**config.mk**
```make
export PLATFORM = sky130hd
export DESIGN_NAME = miller_rabin_prime_test_top
export DESIGN_NICKNAME = d
export VERILOG_FILES = /design/src/rtl/core/mr_pkg.sv /design/src/rtl/core/mr_mulmod.sv /design/src/rtl/core/mr_datapath.sv /design/src/rtl/core/mr_ctrl.sv /design/src/rtl/core/miller_rabin_prime_test_top.sv
export SDC_FILE = /design/constraint.sdc
export NUM_CORES = 2
export LEC_CHECK = 0
export BUFFER_PORTS_ARGS = -buffer_cell sky130_fd_sc_hd__buf_2
export CAP_MARGIN = 20
export CORE_MARGIN = 8
export CORE_UTILIZATION = 25
export CTS_CLUSTER_DIAMETER = 100
export DETAILED_ROUTE_END_ITERATION = 12
export HOLD_SLACK_MARGIN = 0.1
export MAX_ROUTING_LAYER = met4
export SETUP_SLACK_MARGIN = 0.1
export SLEW_MARGIN = 40
export SYNTH_ARGS = -nofsm -noshare
export SYNTH_HDL_FRONTEND = slang
export SYNTH_SLANG_ARGS = --single-unit
```
**constraint.sdc**
```tcl
create_clock -name clk_i -period 27.1 [get_ports clk_i]
set_clock_uncertainty 0.05 [all_clocks]
set_input_delay 2.71 -clock clk_i [delete_from_list [all_inputs] [get_ports clk_i]]
set_output_delay 2.71 -clock clk_i [all_outputs]
set_load 0.01 [all_outputs]
```
**src/rtl/core/mr_pkg.sv**
```systemverilog
// Shared types, constants and the witness table for the Miller-Rabin prime tester.
// Used by mr_mulmod, mr_datapath, mr_ctrl and miller_rabin_prime_test_top.
package mr_pkg;

  localparam int NUM_BITS    = 63;
  localparam int WIT_W       = 32;
  localparam int Y_W         = (NUM_BITS > WIT_W) ? NUM_BITS : WIT_W;
  localparam int CNT_W       = $clog2(NUM_BITS + 1);
  localparam int YCNT_W      = $clog2(Y_W);
  localparam int IN_TDATA_W  = ((NUM_BITS + 7) / 8) * 8;
  localparam int OUT_TDATA_W = 8;
  localparam int WIT_COUNT   = 7;
  localparam int WIT_IDX_W   = $clog2(WIT_COUNT);

  typedef enum logic [1:0] {
    MS_RED,
    MS_ACC,
    MS_SQB,
    MS_SQV
  } mul_sel_e;

  typedef struct packed {
    logic     load;
    logic     shift_u;
    logic     start_exp;
    logic     shift_e;
    logic     clr_j;
    logic     inc_j;
    logic     mul_start;
    mul_sel_e mul_sel;
    logic [WIT_IDX_W-1:0] wit_idx;
  } cmd_t;

  typedef struct packed {
    logic n_small;
    logic n_even;
    logic n_two;
    logic u_even;
    logic e_zero;
    logic e_lsb;
    logic v_one;
    logic v_nm1;
    logic v_zero;
    logic j_eq_t;
    logic mul_done;
  } sts_t;

  function automatic logic [WIT_W-1:0] witness(input logic [WIT_IDX_W-1:0] idx);
    logic [WIT_W-1:0] w;
    case (idx)
      3'd0:    w = 32'd2;
      3'd1:    w = 32'd325;
      3'd2:    w = 32'd9375;
      3'd3:    w = 32'd28178;
      3'd4:    w = 32'd450775;
      3'd5:    w = 32'd9780504;
      3'd6:    w = 32'd1795265022;
      default: w = 32'd2;
    endcase
    return w;
  endfunction

endpackage

```
**src/rtl/core/mr_mulmod.sv**
```systemverilog
// Bit-serial modular multiplier: (x * y) mod m, one bit of y per cycle, MSB first.
// Depends on mr_pkg for widths.
module mr_mulmod (
  input  logic                         clk_i,
  input  logic                         rst_ni,
  input  logic                         start_i,
  input  logic [mr_pkg::NUM_BITS-1:0] x_i,
  input  logic [mr_pkg::Y_W-1:0]      y_i,
  input  logic [mr_pkg::NUM_BITS-1:0] m_i,
  output logic                         done_o,
  output logic [mr_pkg::NUM_BITS-1:0] res_o
);

  localparam int W = mr_pkg::NUM_BITS;

  logic [W-1:0]                acc_q, acc_d;
  logic [W-1:0]                x_q, m_q;
  logic [mr_pkg::Y_W-1:0]      y_q;
  logic [mr_pkg::YCNT_W-1:0]   cnt_q;
  logic                        busy_q, done_q;
  logic [W:0]                  dbl, s1, add, s2;

  always_comb begin
    dbl = {acc_q, 1'b0};
    s1  = (dbl >= {1'b0, m_q}) ? dbl - {1'b0, m_q} : dbl;
    add = s1 + {1'b0, x_q};
    if (!y_q[mr_pkg::Y_W-1]) begin
      add = s1;
    end
    s2    = (add >= {1'b0, m_q}) ? add - {1'b0, m_q} : add;
    acc_d = s2[W-1:0];
  end

  always_ff @(posedge clk_i or negedge rst_ni) begin
    if (!rst_ni) begin
      busy_q <= 1'b0;
      done_q <= 1'b0;
    end else begin
      done_q <= 1'b0;
      if (start_i) begin
        busy_q <= 1'b1;
      end else if (busy_q && cnt_q == '0) begin
        busy_q <= 1'b0;
        done_q <= 1'b1;
      end
    end
  end

  always_ff @(posedge clk_i) begin
    if (start_i) begin
      acc_q <= '0;
      x_q   <= x_i;
      y_q   <= y_i;
      m_q   <= m_i;
      cnt_q <= mr_pkg::YCNT_W'(mr_pkg::Y_W - 1);
    end else if (busy_q) begin
      acc_q <= acc_d;
      y_q   <= {y_q[mr_pkg::Y_W-2:0], 1'b0};
      cnt_q <= cnt_q - 1'b1;
    end
  end

  assign done_o = done_q;
  assign res_o  = acc_q;

endmodule

```
**src/rtl/core/mr_datapath.sv**
```systemverilog
// Datapath of the prime tester: operand registers, counters and the shared multiplier.
// Depends on mr_pkg and mr_mulmod.
module mr_datapath (
  input  logic                         clk_i,
  input  logic                         rst_ni,
  input  logic [mr_pkg::NUM_BITS-1:0] number_i,
  input  mr_pkg::cmd_t                 cmd_i,
  output mr_pkg::sts_t                 sts_o
);

  localparam int W = mr_pkg::NUM_BITS;

  logic [W-1:0]              n_q, u_q, e_q, acc_q, base_q, res;
  logic [mr_pkg::CNT_W-1:0]  t_q, j_q;
  mr_pkg::mul_sel_e          dst_q;
  logic [W-1:0]              mx, nm1;
  logic [mr_pkg::Y_W-1:0]    my;
  logic                      done;

  always_comb begin
    case (cmd_i.mul_sel)
      mr_pkg::MS_RED: begin
        mx = W'(1);
        my = mr_pkg::Y_W'(mr_pkg::witness(cmd_i.wit_idx));
      end
      mr_pkg::MS_ACC: begin
        mx = acc_q;
        my = mr_pkg::Y_W'(base_q);
      end
      mr_pkg::MS_SQB: begin
        mx = base_q;
        my = mr_pkg::Y_W'(base_q);
      end
      default: begin
        mx = acc_q;
        my = mr_pkg::Y_W'(acc_q);
      end
    endcase
  end

  mr_mulmod u_mulmod (
    .clk_i   (clk_i),
    .rst_ni  (rst_ni),
    .start_i (cmd_i.mul_start),
    .x_i     (mx),
    .y_i     (my),
    .m_i     (n_q),
    .done_o  (done),
    .res_o   (res)
  );

  always_ff @(posedge clk_i) begin
    if (cmd_i.load) begin
      n_q <= number_i;
      u_q <= number_i - W'(1);
      t_q <= '0;
    end
    if (cmd_i.shift_u) begin
      u_q <= u_q >> 1;
      t_q <= t_q + 1'b1;
    end
    if (cmd_i.start_exp) begin
      e_q   <= u_q;
      acc_q <= W'(1);
    end
    if (cmd_i.shift_e) begin
      e_q <= e_q >> 1;
    end
    if (cmd_i.clr_j) begin
      j_q <= mr_pkg::CNT_W'(1);
    end else if (cmd_i.inc_j) begin
      j_q <= j_q + 1'b1;
    end
    if (cmd_i.mul_start) begin
      dst_q <= cmd_i.mul_sel;
    end
    if (done) begin
      if (dst_q == mr_pkg::MS_RED || dst_q == mr_pkg::MS_SQB) begin
        base_q <= res;
      end else begin
        acc_q <= res;
      end
    end
  end

  assign nm1 = n_q - W'(1);

  always_comb begin
    sts_o.n_small  = n_q < W'(3);
    sts_o.n_even   = !n_q[0];
    sts_o.n_two    = n_q == W'(2);
    sts_o.u_even   = !u_q[0];
    sts_o.e_zero   = e_q == '0;
    sts_o.e_lsb    = e_q[0];
    sts_o.v_one    = acc_q == W'(1);
    sts_o.v_nm1    = acc_q == nm1;
    sts_o.v_zero   = acc_q == '0;
    sts_o.j_eq_t   = j_q == t_q;
    sts_o.mul_done = done;
  end

endmodule

```
**src/rtl/core/mr_ctrl.sv**
```systemverilog
// Controller state machine of the prime tester: sequences decomposition,
// exponentiation and squaring per witness, and holds the result register.
// Depends on mr_pkg.
module mr_ctrl (
  input  logic          clk_i,
  input  logic          rst_ni,
  input  logic          in_valid_i,
  output logic          in_ready_o,
  output logic          out_valid_o,
  input  logic          out_ready_i,
  output logic          flag_o,
  input  mr_pkg::sts_t  sts_i,
  output mr_pkg::cmd_t  cmd_o
);

  typedef enum logic [3:0] {
    ST_IDLE,
    ST_DECOMP,
    ST_RED,
    ST_RED_W,
    ST_POW,
    ST_POW_A,
    ST_POW_S,
    ST_POW_B,
    ST_CHK,
    ST_SQ,
    ST_SQ_W,
    ST_SQ_T,
    ST_NEXT,
    ST_FIN
  } state_e;

  state_e                      state_q, state_d;
  logic [mr_pkg::WIT_IDX_W-1:0] widx_q, widx_d;
  logic                        res_q, res_d;
  logic                        oval_q, oval_d;
  logic                        flag_q, flag_d;
  logic                        in_acc;

  assign in_ready_o = state_q == ST_IDLE;
  assign in_acc     = in_valid_i && in_ready_o;

  always_comb begin
    state_d = state_q;
    widx_d  = widx_q;
    res_d   = res_q;
    oval_d  = oval_q;
    flag_d  = flag_q;
    cmd_o   = '0;
    cmd_o.wit_idx = widx_q;
    cmd_o.mul_sel = mr_pkg::MS_RED;
    if (oval_q && out_ready_i) begin
      oval_d = 1'b0;
    end
    unique case (state_q)
      ST_IDLE: begin
        if (in_acc) begin
          cmd_o.load = 1'b1;
          state_d    = ST_DECOMP;
        end
      end
      ST_DECOMP: begin
        if (sts_i.n_small || sts_i.n_even) begin
          res_d   = sts_i.n_two;
          state_d = ST_FIN;
        end else if (sts_i.u_even) begin
          cmd_o.shift_u = 1'b1;
        end else begin
          widx_d  = '0;
          state_d = ST_RED;
        end
      end
      ST_RED: begin
        cmd_o.mul_start = 1'b1;
        cmd_o.mul_sel   = mr_pkg::MS_RED;
        state_d         = ST_RED_W;
      end
      ST_RED_W: begin
        if (sts_i.mul_done) begin
          cmd_o.start_exp = 1'b1;
          state_d         = ST_POW;
        end
      end
      ST_POW: begin
        if (sts_i.e_zero) begin
          state_d = ST_CHK;
        end else if (sts_i.e_lsb) begin
          cmd_o.mul_start = 1'b1;
          cmd_o.mul_sel   = mr_pkg::MS_ACC;
          state_d         = ST_POW_A;
        end else begin
          state_d = ST_POW_S;
        end
      end
      ST_POW_A: begin
        if (sts_i.mul_done) begin
          state_d = ST_POW_S;
        end
      end
      ST_POW_S: begin
        cmd_o.mul_start = 1'b1;
        cmd_o.mul_sel   = mr_pkg::MS_SQB;
        state_d         = ST_POW_B;
      end
      ST_POW_B: begin
        if (sts_i.mul_done) begin
          cmd_o.shift_e = 1'b1;
          state_d       = ST_POW;
        end
      end
      ST_CHK: begin
        if (sts_i.v_one || sts_i.v_nm1 || sts_i.v_zero) begin
          state_d = ST_NEXT;
        end else begin
          cmd_o.clr_j = 1'b1;
          state_d     = ST_SQ;
        end
      end
      ST_SQ: begin
        cmd_o.mul_start = 1'b1;
        cmd_o.mul_sel   = mr_pkg::MS_SQV;
        state_d         = ST_SQ_W;
      end
      ST_SQ_W: begin
        if (sts_i.mul_done) begin
          state_d = ST_SQ_T;
        end
      end
      ST_SQ_T: begin
        if (sts_i.v_nm1 && !sts_i.j_eq_t) begin
          state_d = ST_NEXT;
        end else if (sts_i.v_one || sts_i.j_eq_t) begin
          res_d   = 1'b0;
          state_d = ST_FIN;
        end else begin
          cmd_o.inc_j = 1'b1;
          state_d     = ST_SQ;
        end
      end
      ST_NEXT: begin
        if (widx_q == mr_pkg::WIT_IDX_W'(mr_pkg::WIT_COUNT - 1)) begin
          res_d   = 1'b1;
          state_d = ST_FIN;
        end else begin
          widx_d  = widx_q + 1'b1;
          state_d = ST_RED;
        end
      end
      ST_FIN: begin
        if (!oval_q || out_ready_i) begin
          oval_d  = 1'b1;
          flag_d  = res_q;
          state_d = ST_IDLE;
        end
      end
      default: state_d = ST_IDLE;
    endcase
  end

  always_ff @(posedge clk_i or negedge rst_ni) begin
    if (!rst_ni) begin
      state_q <= ST_IDLE;
      widx_q  <= '0;
      res_q   <= 1'b0;
      oval_q  <= 1'b0;
      flag_q  <= 1'b0;
    end else begin
      state_q <= state_d;
      widx_q  <= widx_d;
      res_q   <= res_d;
      oval_q  <= oval_d;
      flag_q  <= flag_d;
    end
  end

  assign out_valid_o = oval_q;
  assign flag_o      = flag_q;

endmodule

```
**src/rtl/core/miller_rabin_prime_test_top.sv**
```systemverilog
// For numbers below 3 or even, the result is decided in ST_DECOMP and passes through ST_FIN into the output register.
// Otherwise each witness takes a reduction, a product per set bit of u, a squaring per bit of u and the
// squarings for n-1 = u * 2^t, for up to seven witnesses, each product on the bit-serial multiplier.
// Throughput: one number at a time; the next is taken once the result enters the output register.
// Reset: asynchronous, active low; clears the controller and the output valid.
// Depends on mr_pkg, mr_ctrl, mr_datapath and mr_mulmod.
module miller_rabin_prime_test_top (
  input  logic                            clk_i,
  input  logic                            rst_ni,
  input  logic                            s_axis_tvalid,
  output logic                            s_axis_tready,
  input  logic [mr_pkg::IN_TDATA_W-1:0]  s_axis_tdata,   // [62:0] number
  output logic                            m_axis_tvalid,
  input  logic                            m_axis_tready,
  output logic [mr_pkg::OUT_TDATA_W-1:0] m_axis_tdata    // [0] prime_flag
);

  mr_pkg::cmd_t cmd;
  mr_pkg::sts_t sts;
  logic         flag;

  mr_ctrl u_ctrl (
    .clk_i       (clk_i),
    .rst_ni      (rst_ni),
    .in_valid_i  (s_axis_tvalid),
    .in_ready_o  (s_axis_tready),
    .out_valid_o (m_axis_tvalid),
    .out_ready_i (m_axis_tready),
    .flag_o      (flag),
    .sts_i       (sts),
    .cmd_o       (cmd)
  );

  mr_datapath u_datapath (
    .clk_i    (clk_i),
    .rst_ni   (rst_ni),
    .number_i (s_axis_tdata[mr_pkg::NUM_BITS-1:0]),
    .cmd_i    (cmd),
    .sts_o    (sts)
  );

  assign m_axis_tdata = mr_pkg::OUT_TDATA_W'(flag);

endmodule

```
**Word-level counts from Yosys, hierarchy flattened**

Index checks and enable logic that the tools add are counted.
W data, S select, Z words.

- Muxes and demuxes: 63
- Equal/unequal tests: 39
- $lt $le $gt $ge: 3
- Reductions and logical operators: 32
- $add $sub $neg: 9

Operators with widths:

| operator | number |
|---|---|
| $mux W63 | 6 |
| $pmux W63 S2 | 2 |
| $mux W62 | 4 |
| $pmux W31 S6 | 1 |
| $ge A64 B63 Y1 | 2 |
| $mux W64 | 2 |
| $logic_not A63 Y1 | 2 |
| $sub A63 B1 Y63 const B | 2 |
| $add A64 B63 Y64 | 1 |
| $sub A64 B63 Y64 | 1 |
| $eq A63 B1 Y1 const B | 1 |
| $eq A63 B2 Y1 const B | 1 |
| $eq A63 B63 Y1 | 1 |
| $lt A63 B2 Y1 const B | 1 |
| $sub A63 B63 Y63 | 1 |
| $pmux W4 S13 | 1 |
| $mux W4 | 10 |
| $eq A4 B4 Y1 const B | 6 |
| $mux W1 | 24 |
| $mux W3 | 7 |
| $eq A4 B3 Y1 const B | 4 |
| $ne A2 B1 Y1 const B | 8 |
| $add A6 B1 Y6 const B | 2 |
| $mux W6 | 2 |
| other kinds (29) | 54 |

- Logic and storage cells: 168
- Flip-flop bits (word level): 599
- Input bits: 68

**Longest topological paths before layout**

- Depth after elaboration: 7
- Mapped depth: 42

**By module**

From an unflattened synthesis, not the netlist that was laid out.

- Cell total of the unflattened synthesis: 4350
- Area total of the unflattened synthesis: 40293.6 sq um

By module, submodules not included:

| module | cells an instance | instances | sequential area each (sq um) | area each (sq um) |
|---|---|---|---|---|
| mr_mulmod | 2587 | 1 | 7106.8 | 22195.0 |
| mr_datapath | 1646 | 1 | 9138.8 | 17197.7 |
| mr_ctrl | 108 | 1 | 250.2 | 837.1 |
| miller_rabin_prime_test_top | 9 | 1 | 0.0 | 63.8 |

**Worst setup path after synthesis**

OpenSTA, ideal clock, no wires.

- Path kind: flip-flop to flip-flop
- Start point: register u_datapath.u_mulmod.m_q[17]
- End point: register u_datapath.u_mulmod.acc_q[13] (netlist: u_datapath.u_mulmod.res_o[13])
- Arrival: 8.604 ns
- Buffers on the path: 6
- Library setup time: 0.132 ns
- Cell stages (with the launch flop): 39
- Slack: 18.314 ns
- Cell sequence: edfxtp_1 > inv_1 > ha_1 > clkbuf_1 > nand4_1 > or4_1 > o31a_1 > o21ai_0 > a21oi_1 > nand2_1 > clkbuf_1 > mux2_2 > ha_1 > clkbuf_1 > nand4_1 > or3_1 > a21o_1 > o211ai_1 > (+3 left out) > a21oi_1 > xor2_1 > mux2_2 > ha_1 > clkbuf_1 > a21o_1 > a21o_1 > a21oi_1 > o221ai_1 > a221o_1 > a21o_1 > a31oi_1 > or3b_2 > mux2i_1 > clkbuf_1 > buf_2 > mux2i_1 > a21oi_1

- Word-level cells in the longest chain between the ends: 6

Ends and longest elaborated chain:

| item | line | RTL |
|---|---|---|
| start, declared | mr_mulmod.sv:17 | `logic [W-1:0] x_q, m_q;` |
| start signal, assigned | mr_mulmod.sv:54 | `m_q <= m_i;` |
| $sub A64 B63 Y64 or $ge A64 B63 Y1 (tied branches) | mr_mulmod.sv:25 | `s1 = (dbl >= {1'b0, m_q}) ? dbl - {1'b0, m_q} : dbl;` |
| $mux W64 | mr_mulmod.sv:25 |  |
| $add A64 B63 Y64 | mr_mulmod.sv:26 | `add = s1 + {1'b0, x_q};` |
| $mux W64 | mr_mulmod.sv:27 | `if (!y_q[mr_pkg::Y_W-1]) begin` |
| $ge A64 B63 Y1 or $sub A63 B63 Y63 (tied branches) | mr_mulmod.sv:30 | `s2 = (add >= {1'b0, m_q}) ? add - {1'b0, m_q} : add;` |
| $mux W63 * | mr_mulmod.sv:30 |  |
| end signal, assigned | mr_mulmod.sv:51 | `acc_q <= '0;` |
| end signal, assigned | mr_mulmod.sv:57 | `acc_q <= acc_d;` |
| end, declared | mr_mulmod.sv:16 | `logic [W-1:0] acc_q, acc_d;` |

Mark *: on every way between the ends. The rest lies on a longest branch, timed or not.
A chain may end at the register's enable or synchronous reset.

**Worst setup path in the final report**

- Start point: register u_datapath.u_mulmod.m_q[26]
- End point: register u_datapath.u_mulmod.acc_q[20] (netlist: u_datapath.u_mulmod.res_o[20])

The elaborated chain is that of the path after synthesis.

==> results_dict.tcl <==
set metrics [dict create \
    fmax_mhz 81.9 \
    path_delay_family "compound AO/OA/AOI/OAI gates" \
    synth_flop_cell "edfxtp_1" \
    wl_per_cell_microns 20.6 \
    reg2reg_to "u_datapath.u_mulmod.res_o[20]" \
    met3_length_microns 6570 \
    drive_above_1_share_pct 9.17 \
    fillers 17000 \
    critPathKind "reg -> reg" \
    gp_congestion 0.943 \
    cp.depth 37 \
    slew_viol_final 0 \
    portBuffers 69 \
    path_clk_slew_ns 0.07 \
    syn_area_per_cell_sq_um 9.08 \
    worstSetupEndpointType "flip-flop" \
    hp-class "reg -> reg" \
    arrival_ns 12.69 \
    ant_nets 0 \
    grt_overflow_total 0 \
    grtUsageTotal_pct 15.2 \
    grt_max_degree 121 \
    syn2layout_area_growth_pct 11.9 \
    start_kind "flip-flop" \
    num_vias 33600 \
    initial_core_util_pct 25.1 \
    clock_sinks 598 \
    tightest_slew_ns 0.879 \
    critPathCapture "u_datapath.u_mulmod.res_o[20]" \
    hp-start "u_datapath.u_mulmod.cnt_q[0]" \
    coreArea_sq_um 160000 \
    async_flop_share_pct 2.01 \
    insertion_delay_ns 0.66 \
    htreeDepth 2 \
    wl_met1_microns 60200 \
    first_pass_iters 7 \
    ctsResizeCount 0 \
    die_area_sq_um 174000 \
    cp_data_required_time_ns 27.57 \
    dpl.hpwl_microns 105000 \
    finalCriticalPeriod_ns 12.21 \
    grt_setup_unrepaired "no" \
    hold_violations 0 \
    period_share_pct 45.1 \
    max_stage_delay_ns 0.73 \
    clk_path_buf_depth 3 \
    crit_start "u_datapath.u_mulmod.m_q[26]" \
    path_buf_inv 5 \
    synth_cell_types 88 \
    r2r_start "u_datapath.u_mulmod.m_q[26]" \
    reg2regPathDepth 37 \
    relSlewSlack_pct 41.4 \
    cp_slowest_cell "nor3_1" \
    grt_pass1_wl_microns 201000 \
    syn_inst 4428 \
    via_per_inst 5.11 \
    post-cts-setup-buffer-count 0 \
    antenna_found_initial 10 \
    num_rows 147 \
    ys_warn_count 0 \
    highest_layer "met4" \
    dieHeight_microns 417 \
    setup_viol 0 \
    maxCapViolCount 0 \
    fin_nets 4632 \
    drc 0 \
    die_w_microns 417 \
    drt-total-wl_microns 135000 \
    reg2reg_slack_ns 14.89 \
    ys_seq_area_share_pct 41.0 \
    status "finished, final reports clean" \
    synthesis.area_sq_um 40200 \
    cts_hold_repair.buffers 0 \
    tritoncts "done" \
    path_max_fanout 50 \
    cts_root_buf "clkbuf_16" \
    io_pins 78 \
    cts_buffers 59 \
    synth_edf_count 446 \
    met2_length_microns 62200 \
    synth_seq_cells 598 \
    first_iter_violations 2963 \
    first_global_vias 32000 \
    fin_setup_tns_ns 0 \
]
## cells in the final DEF, fill, tap and decap left out, types with 40 or more instances in the layout
cell type	Yosys	routed
a21o_1	99	99
a21oi_1	407	406
a22o_1	62	62
a31oi_1	43	42
buf_2	10	69
clkbuf_16	0	59
dfxtp_1	140	140
edfxtp_1	446	446
ha_1	204	201
inv_1	155	153
mux2_2	119	119
mux2i_1	65	64
nand2_1	537	535
nand3_1	75	75
nand4_1	77	77
nor2_1	307	303
nor2b_1	42	40
nor3_1	83	82
nor4_1	78	71
o21ai_0	375	375
or3_1	49	49
xnor2_1	188	188
xor2_1	128	128
## worst min-delay path, delay by kind of cell (launching register included)
family	cells	cell delay (ns)
AO/OA/AOI/OAI	1	0.06
AND/OR/NAND/NOR	1	0.06
flip-flops	1	0.31
## cells by family (layout without fill, tap and decap cells)
family / after synthesis / count (layout) / share of synthesized area [%]
AO/OA/AOI/OAI: 1294 / 1294 / 19.8
XOR/XNOR: 316 / 316 / 6.88
multiplexers: 184 / 184 / 4.95
AND/OR/NAND/NOR: 1425 / 1425 / 17.0
flip-flops: 598 / 598 / 41.0
adder cells (fa/ha/maj): 207 / 207 / 6.50
other: 1 / 14 / 0.00933
buffers and inverters: 403 / 377 / 3.87
## metrics by stage
step	setup WS [ns]	std cells	hold WS, ns	cell area, sq um	utilization (%)
2_1_floorplan	18.31	4434	0.374	40200	-
6_report	14.89	6575	0.420	45000	28.1
4_1_cts	15.05	6568	0.413	45000	28.1
3_3_place_gp	15.08	6453	0.398	42700	26.7
5_1_grt	14.32	6574	0.446	45000	28.1
3_5_place_dp	15.11	6456	0.392	42800	26.7
## synthesized netlist by cell type, drive strengths merged, types with 15 or more instances
| master | n | share of area, % |
|---|---|---|
| a211o | 15 | 0.33 |
| a211oi | 27 | 0.50 |
| a21boi | 15 | 0.28 |
| a21o | 99 | 1.8 |
| a21oi | 407 | 5.1 |
| a22o | 62 | 1.4 |
| a31oi | 43 | 0.67 |
| and2 | 18 | 0.28 |
| and3 | 25 | 0.39 |
| buf | 20 | 0.29 |
| clkbuf | 227 | 2.1 |
| dfxtp | 140 | 7.0 |
| edfxtp | 446 | 33 |
| ha | 204 | 6.3 |
| inv | 156 | 1.5 |
| mux2 | 119 | 3.3 |
| mux2i | 65 | 1.6 |
| nand2 | 537 | 5.0 |
| nand2b | 35 | 0.58 |
| nand3 | 75 | 0.93 |
| nand4 | 77 | 1.2 |
| nor2 | 307 | 2.9 |
| nor2b | 42 | 0.65 |
| nor3 | 83 | 1.0 |
| nor4 | 81 | 1.4 |
| o211ai | 37 | 0.69 |
| o21a | 21 | 0.39 |
| o21ai | 377 | 4.7 |
| o21bai | 36 | 0.67 |
| o31ai | 33 | 0.62 |
| or2 | 17 | 0.26 |
| or3 | 51 | 0.82 |
| or4 | 29 | 0.59 |
| xnor2 | 188 | 4.1 |
| xor2 | 128 | 2.8 |
## worst min-delay path by stage
stage	to	slack, ns	cells after the start
2_1_floorplan	u_datapath.u_mulmod.m_q[3]	0.37	0
3_3_place_gp	u_datapath.u_mulmod.done_o	0.40	1
3_5_place_dp	u_datapath.u_mulmod.done_o	0.39	1
4_1_cts	u_datapath.u_mulmod.done_o	0.41	1
5_1_grt	u_datapath.u_mulmod.cnt_q[0]	0.45	2
6_report	u_datapath.u_mulmod.cnt_q[0]	0.42	2
## layout make-up
class,instances,area [sq um],share of cell area [%]
diodes,7,17.5,0.0389
clock buffers,61,1490,3.32
clock inverters,51,637,1.41
inverters,156,591,1.31
multi-input cells,3433,22300,49.7
flip-flops and latches,598,16500,36.7
well taps,2160,2700,6.00
repair buffers,109,718,1.60
## sequential cells by signal, indices dropped and copies added (netlist names), 3 cells and up
| register | count |
|---|---|
| u_datapath.u_mulmod.y_q | 63 |
| u_datapath.base_q | 63 |
| u_ctrl.state_q | 4 |
| u_datapath.u_mulmod.x_q | 63 |
| u_datapath.u_mulmod.res_o | 63 |
| u_datapath.t_q | 6 |
| u_datapath.u_q | 63 |
| u_ctrl.widx_q | 3 |
| u_datapath.u_mulmod.cnt_q | 6 |
| u_datapath.e_q | 63 |
| u_datapath.u_mulmod.m_q | 63 |
| u_datapath.j_q | 6 |
| u_datapath.n_q | 63 |
| u_datapath.acc_q | 63 |
## per-layer routing
metal | global-route usage (%) | vias up
met5 | - | -
met4 | 6.10 | 0
met3 | 1.25 | 194
met2 | 24.3 | 996
met1 | 19.9 | 16200
li1 | - | 16200
Power is left out: the tool's default activity adds up to more than one toggle a clock period on the data nets, which glitch-free logic cannot reach.
